### config.mk
export PLATFORM = sky130hd
export DESIGN_NAME = point_motor_pulse_sequencer_top_flat
export DESIGN_NICKNAME = d
export VERILOG_FILES = /design/src/rtl/pmps_pkg.sv /design/src/rtl/pmps_in_if.sv /design/src/rtl/pmps_out_if.sv /design/src/rtl/pmps_cfg.sv /design/src/rtl/pmps_core.sv /design/src/rtl/point_motor_pulse_sequencer_top.sv /design/src/flat_wrapper.sv
export SDC_FILE = /design/constraint.sdc
export NUM_CORES = 1
export LEC_CHECK = 0
export BUFFER_PORTS_ARGS = -buffer_cell sky130_fd_sc_hd__clkbuf_2
export CORE_UTILIZATION = 65
export CTS_CLUSTER_SIZE = 20
export DETAILED_ROUTE_END_ITERATION = 6
export PLACE_DENSITY_LB_ADDON = 0.2
export SLEW_MARGIN = 20
export SYNTH_ARGS = -nofsm -noshare
export SYNTH_HDL_FRONTEND = slang
export SYNTH_HIERARCHICAL = 1
export SYNTH_SLANG_ARGS = --single-unit
### constraint.sdc
create_clock -name i_clk -period 9.45 [get_ports i_clk]
set_input_delay 2.3625 -clock i_clk [delete_from_list [all_inputs] [get_ports i_clk]]
set_output_delay 2.3625 -clock i_clk [all_outputs]
set_load 0.02 [all_outputs]
### src/rtl/pmps_pkg.sv
// Package for the point motor pulse sequencer: codes, register indexes,
// configuration and result types, and the LED lookup. No dependencies.
package pmps_pkg;

    localparam int CFG_IDX_W  = 3;
    localparam int CFG_DATA_W = 16;

    // Configuration register indexes.
    localparam logic [CFG_IDX_W-1:0] CFG_LOCK_TICKS       = 3'd0;
    localparam logic [CFG_IDX_W-1:0] CFG_LOCK_BLINK_TICKS = 3'd1;
    localparam logic [CFG_IDX_W-1:0] CFG_BLINK_END_TICK   = 3'd2;
    localparam logic [CFG_IDX_W-1:0] CFG_PULSE_START_TICK = 3'd3;
    localparam logic [CFG_IDX_W-1:0] CFG_PULSE_END_TICK   = 3'd4;
    localparam logic [CFG_IDX_W-1:0] CFG_CYCLE_END_TICK   = 3'd5;

    // Reset values of the configuration registers.
    localparam logic [15:0] LOCK_TICKS_RST       = 16'd3000;
    localparam logic [7:0]  LOCK_BLINK_TICKS_RST = 8'd63;
    localparam logic [15:0] BLINK_END_TICK_RST   = 16'd1000;
    localparam logic [15:0] PULSE_START_TICK_RST = 16'd1001;
    localparam logic [15:0] PULSE_END_TICK_RST   = 16'd1250;
    localparam logic [15:0] CYCLE_END_TICK_RST   = 16'd2000;

    // Item function codes.
    localparam logic [1:0] FUNC_TICK    = 2'd0;
    localparam logic [1:0] FUNC_REQUEST = 2'd1;
    localparam logic [1:0] FUNC_LOCK    = 2'd2;

    // Position codes.
    localparam logic [1:0] POS_NONE   = 2'd0;
    localparam logic [1:0] POS_CLOSED = 2'd1;
    localparam logic [1:0] POS_THROWN = 2'd2;

    // LED and coil bit masks.
    localparam logic [1:0] LED_CLOSED  = 2'b01;
    localparam logic [1:0] LED_THROWN  = 2'b10;
    localparam logic [2:0] COIL_COMMON = 3'b001;
    localparam logic [2:0] COIL_CLOSE  = 3'b010;
    localparam logic [2:0] COIL_THROW  = 3'b100;

    // The move LED toggles when the low seven sequence bits are all ones, before the blink end tick.
    localparam logic [6:0] MOVE_BLINK_MASK = 7'h7F;

    typedef struct packed {
        logic [15:0] lock_ticks;
        logic [7:0]  lock_blink_ticks;
        logic [15:0] blink_end_tick;
        logic [15:0] pulse_start_tick;
        logic [15:0] pulse_end_tick;
        logic [15:0] cycle_end_tick;
    } t_cfg;

    typedef struct packed {
        logic       led_closed;
        logic       led_thrown;
        logic       coil_common;
        logic       coil_close;
        logic       coil_throw;
        logic [1:0] shown_position;
        logic       busy_res;
        logic       locked;
    } t_result;

    function automatic logic [1:0] led_of(input logic [1:0] pos);
        logic [1:0] led;
        unique case (pos)
            POS_CLOSED: led = LED_CLOSED;
            POS_THROWN: led = LED_THROWN;
            default:    led = 2'b00;
        endcase
        return led;
    endfunction

endpackage

### src/rtl/pmps_in_if.sv
// Input channel of the point motor pulse sequencer: valid/ready plus one item.
// Depends on nothing.
interface pmps_in_if;
    logic       valid;
    logic       ready;
    logic [1:0] func;
    logic [1:0] direction;

    modport source (output valid, output func, output direction, input ready);
    modport sink   (input valid, input func, input direction, output ready);
endinterface

### src/rtl/pmps_out_if.sv
// Result channel of the point motor pulse sequencer: valid/ready plus pin levels.
// Depends on nothing.
interface pmps_out_if;
    logic       valid;
    logic       ready;
    logic       led_closed;
    logic       led_thrown;
    logic       coil_common;
    logic       coil_close;
    logic       coil_throw;
    logic [1:0] shown_position;
    logic       busy_res;
    logic       locked;

    modport source (output valid, output led_closed, output led_thrown,
                    output coil_common, output coil_close, output coil_throw,
                    output shown_position, output busy_res, output locked,
                    input ready);
    modport sink   (input valid, input led_closed, input led_thrown,
                    input coil_common, input coil_close, input coil_throw,
                    input shown_position, input busy_res, input locked,
                    output ready);
endinterface

### src/rtl/pmps_cfg.sv
// Configuration register file of the point motor pulse sequencer.
// Depends on pmps_pkg.
module pmps_cfg (
    input  logic                           i_clk,
    input  logic                           i_rst_n,
    input  logic                           i_cfg_we,
    input  logic [pmps_pkg::CFG_IDX_W-1:0]  i_cfg_idx,
    input  logic [pmps_pkg::CFG_DATA_W-1:0] i_cfg_data,
    output pmps_pkg::t_cfg                 o_cfg
);
    import pmps_pkg::*;

    t_cfg r_cfg;
    t_cfg n_cfg;

    always_comb begin
        n_cfg = r_cfg;
        if (i_cfg_we) begin
            unique case (i_cfg_idx)
                CFG_LOCK_TICKS:       n_cfg.lock_ticks       = i_cfg_data;
                CFG_LOCK_BLINK_TICKS: n_cfg.lock_blink_ticks = i_cfg_data[7:0];
                CFG_BLINK_END_TICK:   n_cfg.blink_end_tick   = i_cfg_data;
                CFG_PULSE_START_TICK: n_cfg.pulse_start_tick = i_cfg_data;
                CFG_PULSE_END_TICK:   n_cfg.pulse_end_tick   = i_cfg_data;
                CFG_CYCLE_END_TICK:   n_cfg.cycle_end_tick   = i_cfg_data;
                default:              n_cfg = r_cfg;
            endcase
        end
    end

    always_ff @(posedge i_clk) begin
        if (!i_rst_n) begin
            r_cfg.lock_ticks       <= LOCK_TICKS_RST;
            r_cfg.lock_blink_ticks <= LOCK_BLINK_TICKS_RST;
            r_cfg.blink_end_tick   <= BLINK_END_TICK_RST;
            r_cfg.pulse_start_tick <= PULSE_START_TICK_RST;
            r_cfg.pulse_end_tick   <= PULSE_END_TICK_RST;
            r_cfg.cycle_end_tick   <= CYCLE_END_TICK_RST;
        end else begin
            r_cfg <= n_cfg;
        end
    end

    assign o_cfg = r_cfg;

endmodule

### src/rtl/pmps_core.sv
// Sequencer state and its one-pass update for a single item; the result
// reflects the state after the item. Depends on pmps_pkg.
module pmps_core (
    input  logic                i_clk,
    input  logic                i_rst_n,
    input  logic                i_en,
    input  logic [1:0]          i_func,
    input  logic [1:0]          i_direction,
    input  pmps_pkg::t_cfg      i_cfg,
    output pmps_pkg::t_result   o_res
);
    import pmps_pkg::*;

    logic [15:0] r_seq,   n_seq;
    logic [15:0] r_lock,  n_lock;
    logic [7:0]  r_lbc,   n_lbc;
    logic [1:0]  r_am,    n_am;
    logic [1:0]  r_pend,  n_pend;
    logic [1:0]  r_pos,   n_pos;
    logic [1:0]  r_led,   n_led;
    logic [2:0]  r_coil,  n_coil;

    always_comb begin
        logic        v_start;
        logic [15:0] v_seq;
        logic [1:0]  v_bit;
        logic        v_inc;

        n_seq  = r_seq;
        n_lock = r_lock;
        n_lbc  = r_lbc;
        n_am   = r_am;
        n_pend = r_pend;
        n_pos  = r_pos;
        n_led  = r_led;
        n_coil = r_coil;
        v_start = 1'b0;
        v_seq   = r_seq;
        v_bit   = 2'b00;
        v_inc   = 1'b1;

        if (i_en) begin
            unique case (i_func)
                FUNC_TICK: begin
                    // Lockout runs first; the sequence sees the updated count.
                    if (r_lock != 16'd0) begin
                        n_lock = r_lock - 16'd1;
                        if (n_lock == 16'd0) begin
                            n_led = n_led | led_of(r_pos);
                            n_lbc = 8'd0;
                        end else begin
                            n_lbc = r_lbc + 8'd1;
                            if (n_lbc == i_cfg.lock_blink_ticks) begin
                                n_led = n_led ^ led_of(r_pos);
                                n_lbc = 8'd0;
                            end
                        end
                    end

                    v_start = (r_seq == 16'd0) && (r_pend != POS_NONE) && (n_lock == 16'd0);
                    if (v_start) begin
                        n_am   = r_pend;
                        n_pos  = r_pend;
                        n_pend = POS_NONE;
                        v_seq  = 16'd1;
                    end

                    if (r_seq != 16'd0 || v_start) begin
                        v_bit = led_of(n_am);
                        priority if (v_seq == 16'd1) begin
                            if (v_bit == 2'b00) begin
                                n_am  = POS_NONE;
                                v_inc = 1'b0;
                            end else begin
                                n_led = v_bit;
                            end
                        end else if (v_seq < i_cfg.blink_end_tick) begin
                            if (v_seq[6:0] == MOVE_BLINK_MASK && v_bit != 2'b00) begin
                                n_led = (n_led ^ v_bit) & v_bit;
                            end
                        end else if (v_seq == i_cfg.pulse_start_tick) begin
                            if (v_bit == 2'b00) begin
                                n_am  = POS_NONE;
                                v_inc = 1'b0;
                            end else begin
                                n_coil = n_coil | COIL_COMMON |
                                         ((n_am == POS_CLOSED) ? COIL_CLOSE : COIL_THROW);
                                n_led  = v_bit;
                                n_am   = POS_NONE;
                            end
                        end else if (v_seq == i_cfg.pulse_end_tick) begin
                            n_coil = 3'b000;
                        end else if (v_seq >= i_cfg.cycle_end_tick) begin
                            // A move that never reached its pulse starts over.
                            v_inc = 1'b0;
                        end else begin
                            v_inc = 1'b1;
                        end

                        if (v_inc) begin
                            n_seq = v_seq + 16'd1;
                        end else if (v_seq >= i_cfg.cycle_end_tick && v_seq != 16'd1
                                     && v_seq >= i_cfg.blink_end_tick
                                     && v_seq != i_cfg.pulse_start_tick
                                     && v_seq != i_cfg.pulse_end_tick
                                     && n_am != POS_NONE) begin
                            n_seq = 16'd1;
                        end else begin
                            n_seq = 16'd0;
                        end
                    end
                end
                FUNC_REQUEST: n_pend = i_direction;
                FUNC_LOCK:    n_lock = i_cfg.lock_ticks;
                default: begin
                    n_seq = r_seq;
                end
            endcase
        end
    end

    always_ff @(posedge i_clk) begin
        if (!i_rst_n) begin
            r_seq  <= 16'd0;
            r_lock <= 16'd0;
            r_lbc  <= 8'd0;
            r_am   <= POS_NONE;
            r_pend <= POS_NONE;
            r_pos  <= POS_NONE;
            r_led  <= 2'b00;
            r_coil <= 3'b000;
        end else begin
            r_seq  <= n_seq;
            r_lock <= n_lock;
            r_lbc  <= n_lbc;
            r_am   <= n_am;
            r_pend <= n_pend;
            r_pos  <= n_pos;
            r_led  <= n_led;
            r_coil <= n_coil;
        end
    end

    assign o_res.led_closed     = n_led[0];
    assign o_res.led_thrown     = n_led[1];
    assign o_res.coil_common    = n_coil[0];
    assign o_res.coil_close     = n_coil[1];
    assign o_res.coil_throw     = n_coil[2];
    assign o_res.shown_position = n_pos;
    assign o_res.busy_res       = (n_seq != 16'd0);
    assign o_res.locked         = (n_lock != 16'd0);

endmodule

### src/rtl/point_motor_pulse_sequencer_top.sv
// Point motor pulse sequencer: one result word per input word.
// The result word passes through the input register, then the result register.
// Throughput: one word per cycle unless the result channel stalls; the state update
// sits between the two registers.
// Reset is synchronous and active low: state, handshake and configuration registers
// return to their defaults, with no clearing pass.
// Depends on pmps_pkg, pmps_in_if, pmps_out_if, pmps_cfg and pmps_core.
module point_motor_pulse_sequencer_top (
    input  logic                           i_clk,
    input  logic                           i_rst_n,
    pmps_in_if.sink                        i_item,
    pmps_out_if.source                     o_res,
    input  logic                           i_cfg_we,
    input  logic [pmps_pkg::CFG_IDX_W-1:0]  i_cfg_idx,
    input  logic [pmps_pkg::CFG_DATA_W-1:0] i_cfg_data
);
    import pmps_pkg::*;

    logic       r_in_valid;
    logic [1:0] r_func;
    logic [1:0] r_dir;
    logic       r_out_valid;
    t_result    r_res;
    t_cfg       w_cfg;
    t_result    w_res;
    logic       w_adv;

    // A held word moves into the result register when that register is free
    // or is being emptied in the same cycle.
    assign w_adv        = r_in_valid && (!r_out_valid || o_res.ready);
    assign i_item.ready = !r_in_valid || w_adv;

    always_ff @(posedge i_clk) begin
        if (!i_rst_n) begin
            r_in_valid  <= 1'b0;
            r_out_valid <= 1'b0;
        end else begin
            if (i_item.ready) begin
                r_in_valid <= i_item.valid;
            end
            if (w_adv) begin
                r_out_valid <= 1'b1;
            end else if (o_res.ready) begin
                r_out_valid <= 1'b0;
            end
        end
    end

    always_ff @(posedge i_clk) begin
        if (i_item.ready && i_item.valid) begin
            r_func <= i_item.func;
            r_dir  <= i_item.direction;
        end
        if (w_adv) begin
            r_res <= w_res;
        end
    end

    pmps_cfg u_cfg (
        .i_clk      (i_clk),
        .i_rst_n    (i_rst_n),
        .i_cfg_we   (i_cfg_we),
        .i_cfg_idx  (i_cfg_idx),
        .i_cfg_data (i_cfg_data),
        .o_cfg      (w_cfg)
    );

    pmps_core u_core (
        .i_clk       (i_clk),
        .i_rst_n     (i_rst_n),
        .i_en        (w_adv),
        .i_func      (r_func),
        .i_direction (r_dir),
        .i_cfg       (w_cfg),
        .o_res       (w_res)
    );

    assign o_res.valid          = r_out_valid;
    assign o_res.led_closed     = r_res.led_closed;
    assign o_res.led_thrown     = r_res.led_thrown;
    assign o_res.coil_common    = r_res.coil_common;
    assign o_res.coil_close     = r_res.coil_close;
    assign o_res.coil_throw     = r_res.coil_throw;
    assign o_res.shown_position = r_res.shown_position;
    assign o_res.busy_res       = r_res.busy_res;
    assign o_res.locked         = r_res.locked;

endmodule

### src/flat_wrapper.sv
// flat-port wrapper written by rule: the top's interface ports become plain ports
module point_motor_pulse_sequencer_top_flat import pmps_pkg::*;
  (i_clk, i_rst_n, i_cfg_we, i_cfg_idx, i_cfg_data, i_item_valid, i_item_func, i_item_direction, i_item_ready, o_res_valid, o_res_led_closed, o_res_led_thrown, o_res_coil_common, o_res_coil_close, o_res_coil_throw, o_res_shown_position, o_res_busy_res, o_res_locked, o_res_ready);
  pmps_in_if i_item_i ();
  pmps_out_if o_res_i ();
  input  logic i_clk;
  input  logic i_rst_n;
  input  logic i_cfg_we;
  input  logic [pmps_pkg::CFG_IDX_W-1:0] i_cfg_idx;
  input  logic [pmps_pkg::CFG_DATA_W-1:0] i_cfg_data;
  input wire logic [$bits(i_item_i.valid)-1:0] i_item_valid;
  input wire logic [$bits(i_item_i.func)-1:0] i_item_func;
  input wire logic [$bits(i_item_i.direction)-1:0] i_item_direction;
  output wire logic [$bits(i_item_i.ready)-1:0] i_item_ready;
  output wire logic [$bits(o_res_i.valid)-1:0] o_res_valid;
  output wire logic [$bits(o_res_i.led_closed)-1:0] o_res_led_closed;
  output wire logic [$bits(o_res_i.led_thrown)-1:0] o_res_led_thrown;
  output wire logic [$bits(o_res_i.coil_common)-1:0] o_res_coil_common;
  output wire logic [$bits(o_res_i.coil_close)-1:0] o_res_coil_close;
  output wire logic [$bits(o_res_i.coil_throw)-1:0] o_res_coil_throw;
  output wire logic [$bits(o_res_i.shown_position)-1:0] o_res_shown_position;
  output wire logic [$bits(o_res_i.busy_res)-1:0] o_res_busy_res;
  output wire logic [$bits(o_res_i.locked)-1:0] o_res_locked;
  input wire logic [$bits(o_res_i.ready)-1:0] o_res_ready;
  assign i_item_i.valid = i_item_valid;
  assign i_item_i.func = i_item_func;
  assign i_item_i.direction = i_item_direction;
  assign i_item_ready = i_item_i.ready;
  assign o_res_valid = o_res_i.valid;
  assign o_res_led_closed = o_res_i.led_closed;
  assign o_res_led_thrown = o_res_i.led_thrown;
  assign o_res_coil_common = o_res_i.coil_common;
  assign o_res_coil_close = o_res_i.coil_close;
  assign o_res_coil_throw = o_res_i.coil_throw;
  assign o_res_shown_position = o_res_i.shown_position;
  assign o_res_busy_res = o_res_i.busy_res;
  assign o_res_locked = o_res_i.locked;
  assign o_res_i.ready = o_res_ready;
  point_motor_pulse_sequencer_top u_core (.i_clk(i_clk), .i_rst_n(i_rst_n), .i_item(i_item_i), .o_res(o_res_i), .i_cfg_we(i_cfg_we), .i_cfg_idx(i_cfg_idx), .i_cfg_data(i_cfg_data));
endmodule
==> reports/summary.log, run 1 <==
[run_status] outcome finished clean
[die] Die X 121 µm
[sta] final-layout worst hold slack 0.459 ns
[critical_path] Critical Path Start Type register
[pwr] worst voltage drop across the vdd grid 0.160 mV
[global_route] maximum number of pins on one net before global-route repair 110
[yosys] ys async rst share 0%
[yosys] synthesized netlist net count 1121
[global_route] GRT overflow 0
[sta] Final setup violation count 0
[place] Post-DP HPWL 15700 µm
[layout] most frequent cells in the layout dfxtp_1 (141), nand2_1 (113), mux2i_1 (93)
[layout] most common cell after layout, fill and taps aside dfxtp_1
[pwr] leakage component of the power 4.21 nW
[global_route] initial antenna violation count 0
[critical_path] worst reg2reg path depth 16
[detailed_routing] average via count per standard cell 6.07
[yosys] Most used DFF post-synth dfxtp_1
[die] Die Ht 121 µm
[yosys] count of flip-flops with a built-in enable after synthesis 13
[sta] final hold violation count 0
[detailed_routing] via count 7478
[worst_hold_path] min-delay worst type register to register
[clocking] clock-pin transition on the worst setup and hold timing paths 0.06 ns
[sta] sum of negative setup slack 0 ns
[global_route] vias in the first global route 7101
[critical_path] gate family responsible for the most delay along the worst path simple AND/OR/NAND/NOR gates
[layout] total number of nets in the final design 1106
[detailed_routing] Routed Antenna Nets 0
[clocking] master cell of the clock root buffer clkbuf_16
[clocking] clock tree from TritonCTS done
[sta] Final Max Slew Viols 0
[yosys] post-synthesis sequential area ratio 35.0%
[clocking] post_cts resized 0
[detailed_routing] residual DRC count 0
[critical_path] kind of critical path register to register
[worst_hold_path] number of cells on the worst hold path 2
[clocking] Post-CTS Repair Setup Buffers 0
[sta] pin slew with the least headroom to its limit 1.14 ns
[place] Post-Place Cell Area 9160 µm²
[layout] share of final-layout standard cells stronger than drive strength 1 11.0%
[clocking] hold-fix buffers at CTS 0
[critical_path] CP Depth 16
[critical_path] crit path capture type register
[place] count of buffers inserted at the top-level ports 38
[place] Final GP Congestion 0.925
[detailed_routing] drt total wl 22400 µm
[yosys] synthesized instance count 1054
[layout] count of antenna diodes in the layout 0
[global_route] first-pass GRT wire length 36000 µm
[critical_path] maximum net fanout on the critical path 10
[critical_path] critical path data arrival time 5.49 ns
[yosys] synthesis warning total 6
[layout] Finished Core Util 70.6%
[clocking] number of buffers created by CTS 17
[layout] number of fill cells 1080
[sta] Highest Clock Rate 187 MHz
[sta] Worst slew margin 24.1%
[layout] area used by sequential logic in the layout 3210 µm²
[clocking] worst skew pair latency 0.43 ns
[clocking] maximum level of the CTS H-tree 4
[sta] final worst-path setup slack 4.11 ns
[flow_run] max-cap viol count 0
[critical_path] slowest library cell on the worst path or4b_4
[pwr] total power density per cell area 160 nW/µm²
[detailed_routing] count of routing violations after the opening detailed-route iteration 745
[place] total instance count after detailed placement 1200
[layout] post-route cell area 9760 µm²
[die] FP Rows 43
[place] worst setup slack after placement 3.86 ns
[layout] footprint of the multi-input gates 5270 µm²
[sta] clock tree skew after final layout 0.0107 ns
[sta] final critical-path required period 5.34 ns
[yosys] number of library cell types mapped by synthesis 87
[critical_path] worst-path cell chain or4_4 > or4b_4 > xnor2_4 > nor4_2 > a31o_1 > a21oi_2 > inv_1 > ha_1 > nand2_1 > or3_1 > xnor2_1 > or3_2 > a2111oi_2 > nand3b_1 > o22ai_1 > nand4_1
[layout] final non-filler cell total 1232
[die] Initial Utilization 66.3%
[pwr] final total power 1.56 mW
[detailed_routing] routed length per placed instance 18.2 µm
[yosys] synthesized cell area 9170 µm²
[detailed_routing] TritonRoute pass-1 iters 7
[global_route] total track usage 32.0%
[die] Die Area 14600 µm²
[yosys] mean instance size in the synthesized netlist 8.70 µm²
[die] number of top-level pins 39
[die] core area 13800 µm²
[sta] crit share post-route 56.5%
[clocking] Clock Sinks 154
[critical_path] Worst EP required 9.61 ns
[critical_path] WP buf/inv 1
[critical_path] maximum single-stage delay on the critical path 0.61 ns
[sta] RSZ-0062 raised after global routing no
[yosys] post-synthesis sequential element count 154
[layout] synth-to-layout area growth 6.44%
[clocking] Clock Tree Buf Depth 2
[synth_stat cells (all sizes together), types with 5 or more instances]
cell type    n  area [µm²]
a21o        12        90.1
or3         19         133
edfxtp      13         390
xor2        25         219
dfxtp      141        2820
mux2i       93         931
and2        14        87.6
a31oi        9        56.3
nand2      113         424
o21ai       50         254
ha          39         488
clkbuf      59         313
o31ai        6        45.0
a2111oi      5        50.0
and3         8        52.6
nor2b       59         377
o21a         5        37.5
nand3       19         100
nand4       15        93.8
a22oi       13        97.6
nand2b       6        37.5
nor2        79         297
nor4        20         146
xnor2       30         282
nor3        22         110
inv         49         184
buf         22         176
a21oi       39         199
[state kept, by name (all words and copies together), names as in the netlist, 3 cells and up]
| register | flops |
|---|---|
| u_core/u_cfg/o_cfg | 88 |
| u_core/u_core/r_coil | 3 |
| u_core/u_core/r_lbc | 8 |
| u_core/u_core/r_lock | 16 |
| u_core/u_core/r_seq | 16 |
[per-layer routing]
layer / vias up / share of wire, % / track usage [%] / wire length [µm]
li1: 3637 / - / - / -
met1: 3557 / 46 / 43.4 / 10200
met2: 250 / 46 / 51.7 / 10300
met3: 34 / 6.4 / 5.14 / 1440
met4: 0 / 1.9 / 10.6 / 428
met5: - / 0 / 0 / 0
[where the power goes]
group / switching [mW] / total, mW / leakage [nW] / internal, mW
Clock: 0.292 / 0.696 / 0.293 / 0.404
Combinational: 0.107 / 0.173 / 2.65 / 0.0659
Sequential: 0.0186 / 0.694 / 1.27 / 0.675
[area by class of cell]
class	instances	area share (%)
multi-input combinational	769	54.0
tap	180	2.31
clock buffer	19	4.54
sequential	154	32.9
timing repair buffer	48	2.74
clock inverter	13	1.61
inverter	49	1.88
[path summary, 6_finish.rpt]
path                                               from  slack (ns)                      to
worst min-delay path             u_core/u_cfg/o_cfg[72]        0.46  u_core/u_cfg/o_cfg[72]
worst min register to register   u_core/u_cfg/o_cfg[72]        0.46  u_core/u_cfg/o_cfg[72]
worst max register to register  u_core/u_core/r_lock[3]        4.11   u_core/o_res.busy_res
worst max-delay path            u_core/u_core/r_lock[3]        4.11   u_core/o_res.busy_res
[cells by family after synthesis]
kind of cell | after synthesis | synth area share (%)
AOI/OAI and AO/OA | 174 | 12.5
xor gates and xnor gates | 55 | 5.46
adders and majority gates | 40 | 5.43
buffers and inverters | 131 | 7.69
DFF | 154 | 35.0
muxes | 95 | 10.4
and+or+nand+nor | 405 | 23.5
[worst register-to-register path: cells and delay by family (launching register included)]
family,cells,cell delay [ns]
AO/OA/AOI/OAI,4,1.07
XOR/XNOR,2,0.31
adder cells (fa/ha/maj),1,0.25
AND/OR/NAND/NOR,8,2.93
flip-flops,1,0.41
buffers and inverters,1,0.12
(Power assumes the default switching activity.)
==> run 2, diff against run 1 <==
--- a/config.mk
+++ b/config.mk
@@ -5,8 +5,9 @@
 export SDC_FILE = /design/constraint.sdc
 export NUM_CORES = 1
 export LEC_CHECK = 0
+export ABC_AREA = 1
 export BUFFER_PORTS_ARGS = -buffer_cell sky130_fd_sc_hd__clkbuf_2
-export CORE_UTILIZATION = 65
+export CORE_UTILIZATION = 57
 export CTS_CLUSTER_SIZE = 20
 export DETAILED_ROUTE_END_ITERATION = 6
 export PLACE_DENSITY_LB_ADDON = 0.2
==> constraint.sdc (replaced) <==
create_clock -name i_clk -period 4.37 [get_ports i_clk]
set_input_delay 1.0925 -clock i_clk [delete_from_list [all_inputs] [get_ports i_clk]]
set_output_delay 1.0925 -clock i_clk [all_outputs]
set_load 0.02 [all_outputs]
==> reports/summary.log, run 2 <==
[pwr] reported net switching power 1.06 mW
[die] FP Rows 46
[layout] synth-to-layout area growth 13.2%
[yosys] synthesized netlist net count 1429
[yosys] cell types with the highest counts after synthesis nand2_1 (303), nor2_1 (215), inv_1 (151)
[critical_path] Worst EP required 4.55 ns
[yosys] share of the synthesized area in the top cell type 30.5%
[critical_path] CP Depth 29
[clocking] worst skew pair latency 0.44 ns
[detailed_routing] drt total wl 25000 µm
[worst_hold_path] min-delay worst type register to register
[die] Initial Utilization 58.2%
[global_route] initial antenna violation count 0
[yosys] mean instance size in the synthesized netlist 6.79 µm²
[critical_path] Critical Path Start Type register
[global_route] vias in the first global route 7940
[place] total instance count after detailed placement 1572
[critical_path] last element of the critical path u_core/o_res.busy_res
[run_status] outcome finished clean
[critical_path] crit path capture type register
[pwr] worst voltage drop across the vdd grid 0.283 mV
[sta] Final Max Slew Viols 0
[sta] final critical-path required period 4.18 ns
[yosys] most used standard cell by instance count after synthesis nand2_1
[clocking] clock-pin transition on the worst setup and hold timing paths 0.07 ns
[clocking] master cell of the clock root buffer clkbuf_16
[layout] footprint of the multi-input gates 5340 µm²
[critical_path] WP buf/inv 5
[yosys] count of flip-flops with a built-in enable after synthesis 13
[sta] final worst-path setup slack 0.191 ns
[yosys] library cell with the largest summed area after synthesis dfxtp_1
[detailed_routing] residual DRC count 0
[critical_path] maximum single-stage delay on the critical path 0.40 ns
[sta] final hold violation count 0
[sta] clock tree skew after final layout 0.0131 ns
[yosys] post-synthesis sequential area ratio 34.8%
[detailed_routing] routed length per placed instance 15.4 µm
[yosys] number of library cell types mapped by synthesis 51
[clocking] Clock Sinks 154
[global_route] total track usage 31.1%
[critical_path] critical path data arrival time 4.36 ns
[detailed_routing] average via count per standard cell 5.47
[pwr] leakage component of the power 4.84 nW
[global_route] first-pass GRT wire length 40000 µm
[critical_path] worst reg2reg path depth 29
[clocking] maximum level of the CTS H-tree 4
[layout] share of final-layout standard cells stronger than drive strength 1 15.3%
[yosys] dominant cells by area after synthesis dfxtp_1 (31%), nand2_1 (12%), nor2_1 (8.7%)
[layout] most common cell after layout, fill and taps aside nand2_1
[sta] crit share post-route 95.6%
[critical_path] gate family responsible for the most delay along the worst path simple AND/OR/NAND/NOR gates
[pwr] Internal Pwr Total 2.41 mW
[yosys] synthesized instance count 1362
[die] Die Area 16700 µm²
[sta] pin slew with the least headroom to its limit 0.947 ns
[sta] final-layout worst hold slack 0.461 ns
[yosys] synthesized cell area 9240 µm²
[critical_path] slowest library cell on the worst path o41ai_2
[global_route] maximum number of pins on one net before global-route repair 93
[yosys] ys async rst share 0%
[critical_path] RR Endpoint u_core/o_res.busy_res
[place] worst setup slack after placement 0.00534 ns
[pwr] total power density per cell area 332 nW/µm²
[clocking] number of buffers created by CTS 17
[critical_path] most repeated library cell on the critical path nand2_1
[place] count of buffers inserted at the top-level ports 38
[pwr] sequential share of power 43.4%
[critical_path] startpoint of the worst register-to-register path u_core/u_core/r_lock[1]
[yosys] post-synthesis sequential element count 154
[critical_path] kind of critical path register to register
[die] core area 15900 µm²
[yosys] Most used DFF post-synth dfxtp_1
[place] Post-DP HPWL 17900 µm
[detailed_routing] Routed Antenna Nets 0
[layout] flip-flop count of the largest register, all copies and words added 88
[yosys] synthesis warning total 6
[die] number of top-level pins 39
[layout] number of fill cells 1440
[layout] area used by sequential logic in the layout 3230 µm²
[pwr] part of the power in the clock network 40.4%
[critical_path] first element of the critical path u_core/u_core/r_lock[1]
[place] Final GP Congestion 0.946
[detailed_routing] via count 8864
[layout] count of antenna diodes in the layout 0
[pwr] Logic pwr share 16.2%
[pwr] sw frac 30.7%
[detailed_routing] TritonRoute pass-1 iters 6
[critical_path] maximum net fanout on the critical path 8
[sta] sum of negative setup slack 0 ns
[clocking] clock tree from TritonCTS done
[flow_run] max-cap viol count 0
[global_route] GRT overflow 0
[critical_path] worst-case register-to-register setup slack 0.19 ns
[layout] Finished Core Util 65.8%
[die] Die Ht 129 µm
[sta] Worst slew margin 36.3%
[clocking] Clock Tree Buf Depth 2
[die] Die X 129 µm
[detailed_routing] count of routing violations after the opening detailed-route iteration 920
[layout] total number of nets in the final design 1458
[layout] most frequent cells in the layout nand2_1 (290), nor2_1 (200), inv_1 (148)
[sta] Final setup violation count 0
[sta] Highest Clock Rate 239 MHz
[layout] final non-filler cell total 1620
-- run 2: area by class of cell --
cell class	instances	share of cell area (%)
multi-input combinational	986	51.0
tap	216	2.58
sequential	154	30.8
inverter	155	5.61
timing repair buffer	77	4.62
clock inverter	15	1.27
clock buffer	17	4.07
-- run 2: cells by family after synthesis --
group	share of synthesized area, %
flops	34.8
xor+xnor	4.26
simple gates	36.9
fa+ha+maj	5.28
buf+inv	9.79
compound gates	8.97
-- run 2: tightest hold or removal path: stages, from the launching register on --
cell	delay, ns
dfxtp_1	0.33
nand2_1	0.05
nand3_1	0.05
-- run 2: what timing repair did --
action	in CTS	in global routing
setup buffers	0	14
pin swaps	0	30
hold buffers	0	0
gates resized for setup	1	64
setup endpoints to repair	1	3
gates cloned	0	2
-- run 2: how the worst min path moves through the flow --
stage                     slack [ns]                     end  depth (start not counted)              startpoint
after floorplan                 0.43  u_core/u_cfg/o_cfg[10]                          2  u_core/u_cfg/o_cfg[10]
after global placement          0.44   u_core/u_cfg/o_cfg[9]                          2   u_core/u_cfg/o_cfg[9]
after detailed placement        0.44   u_core/u_cfg/o_cfg[6]                          2   u_core/u_cfg/o_cfg[6]
after CTS                       0.46   u_core/u_cfg/o_cfg[6]                          2   u_core/u_cfg/o_cfg[6]
after global routing            0.49   u_core/u_core/r_am[1]                          2   u_core/u_core/r_am[1]
final                           0.46   u_core/u_cfg/o_cfg[8]                          2   u_core/u_cfg/o_cfg[8]
-- run 2: metrics by stage --
stage | total power [mW] | instance area [µm²]
CTS | 3.42 | 10100
floorplan | 1.90 | 9240
global route | 3.61 | 10500
global placement | 2.02 | 9570
detailed placement | 2.03 | 9570
finish | 3.47 | 10500
-- run 2: power by group through the flow --
stage	logic (mW)	clock network [mW]	registers, mW
5_1_grt	0.619	1.48	1.51
4_1_cts	0.495	1.43	1.50
3_3_place_gp	0.489	0	1.53
3_5_place_dp	0.491	0	1.54
6_report	0.562	1.40	1.51
2_1_floorplan	0.369	0	1.53
-- run 2: metal layers --
metal  vias to the layer above  routed length (µm)  GRT usage (%)
met5                         -                   0              0
met4                         0                 511           10.4
met3                        46                1930           6.23
met2                       324               11200           49.4
met1                      4030               11300           42.3
li1                       4464                   -              -
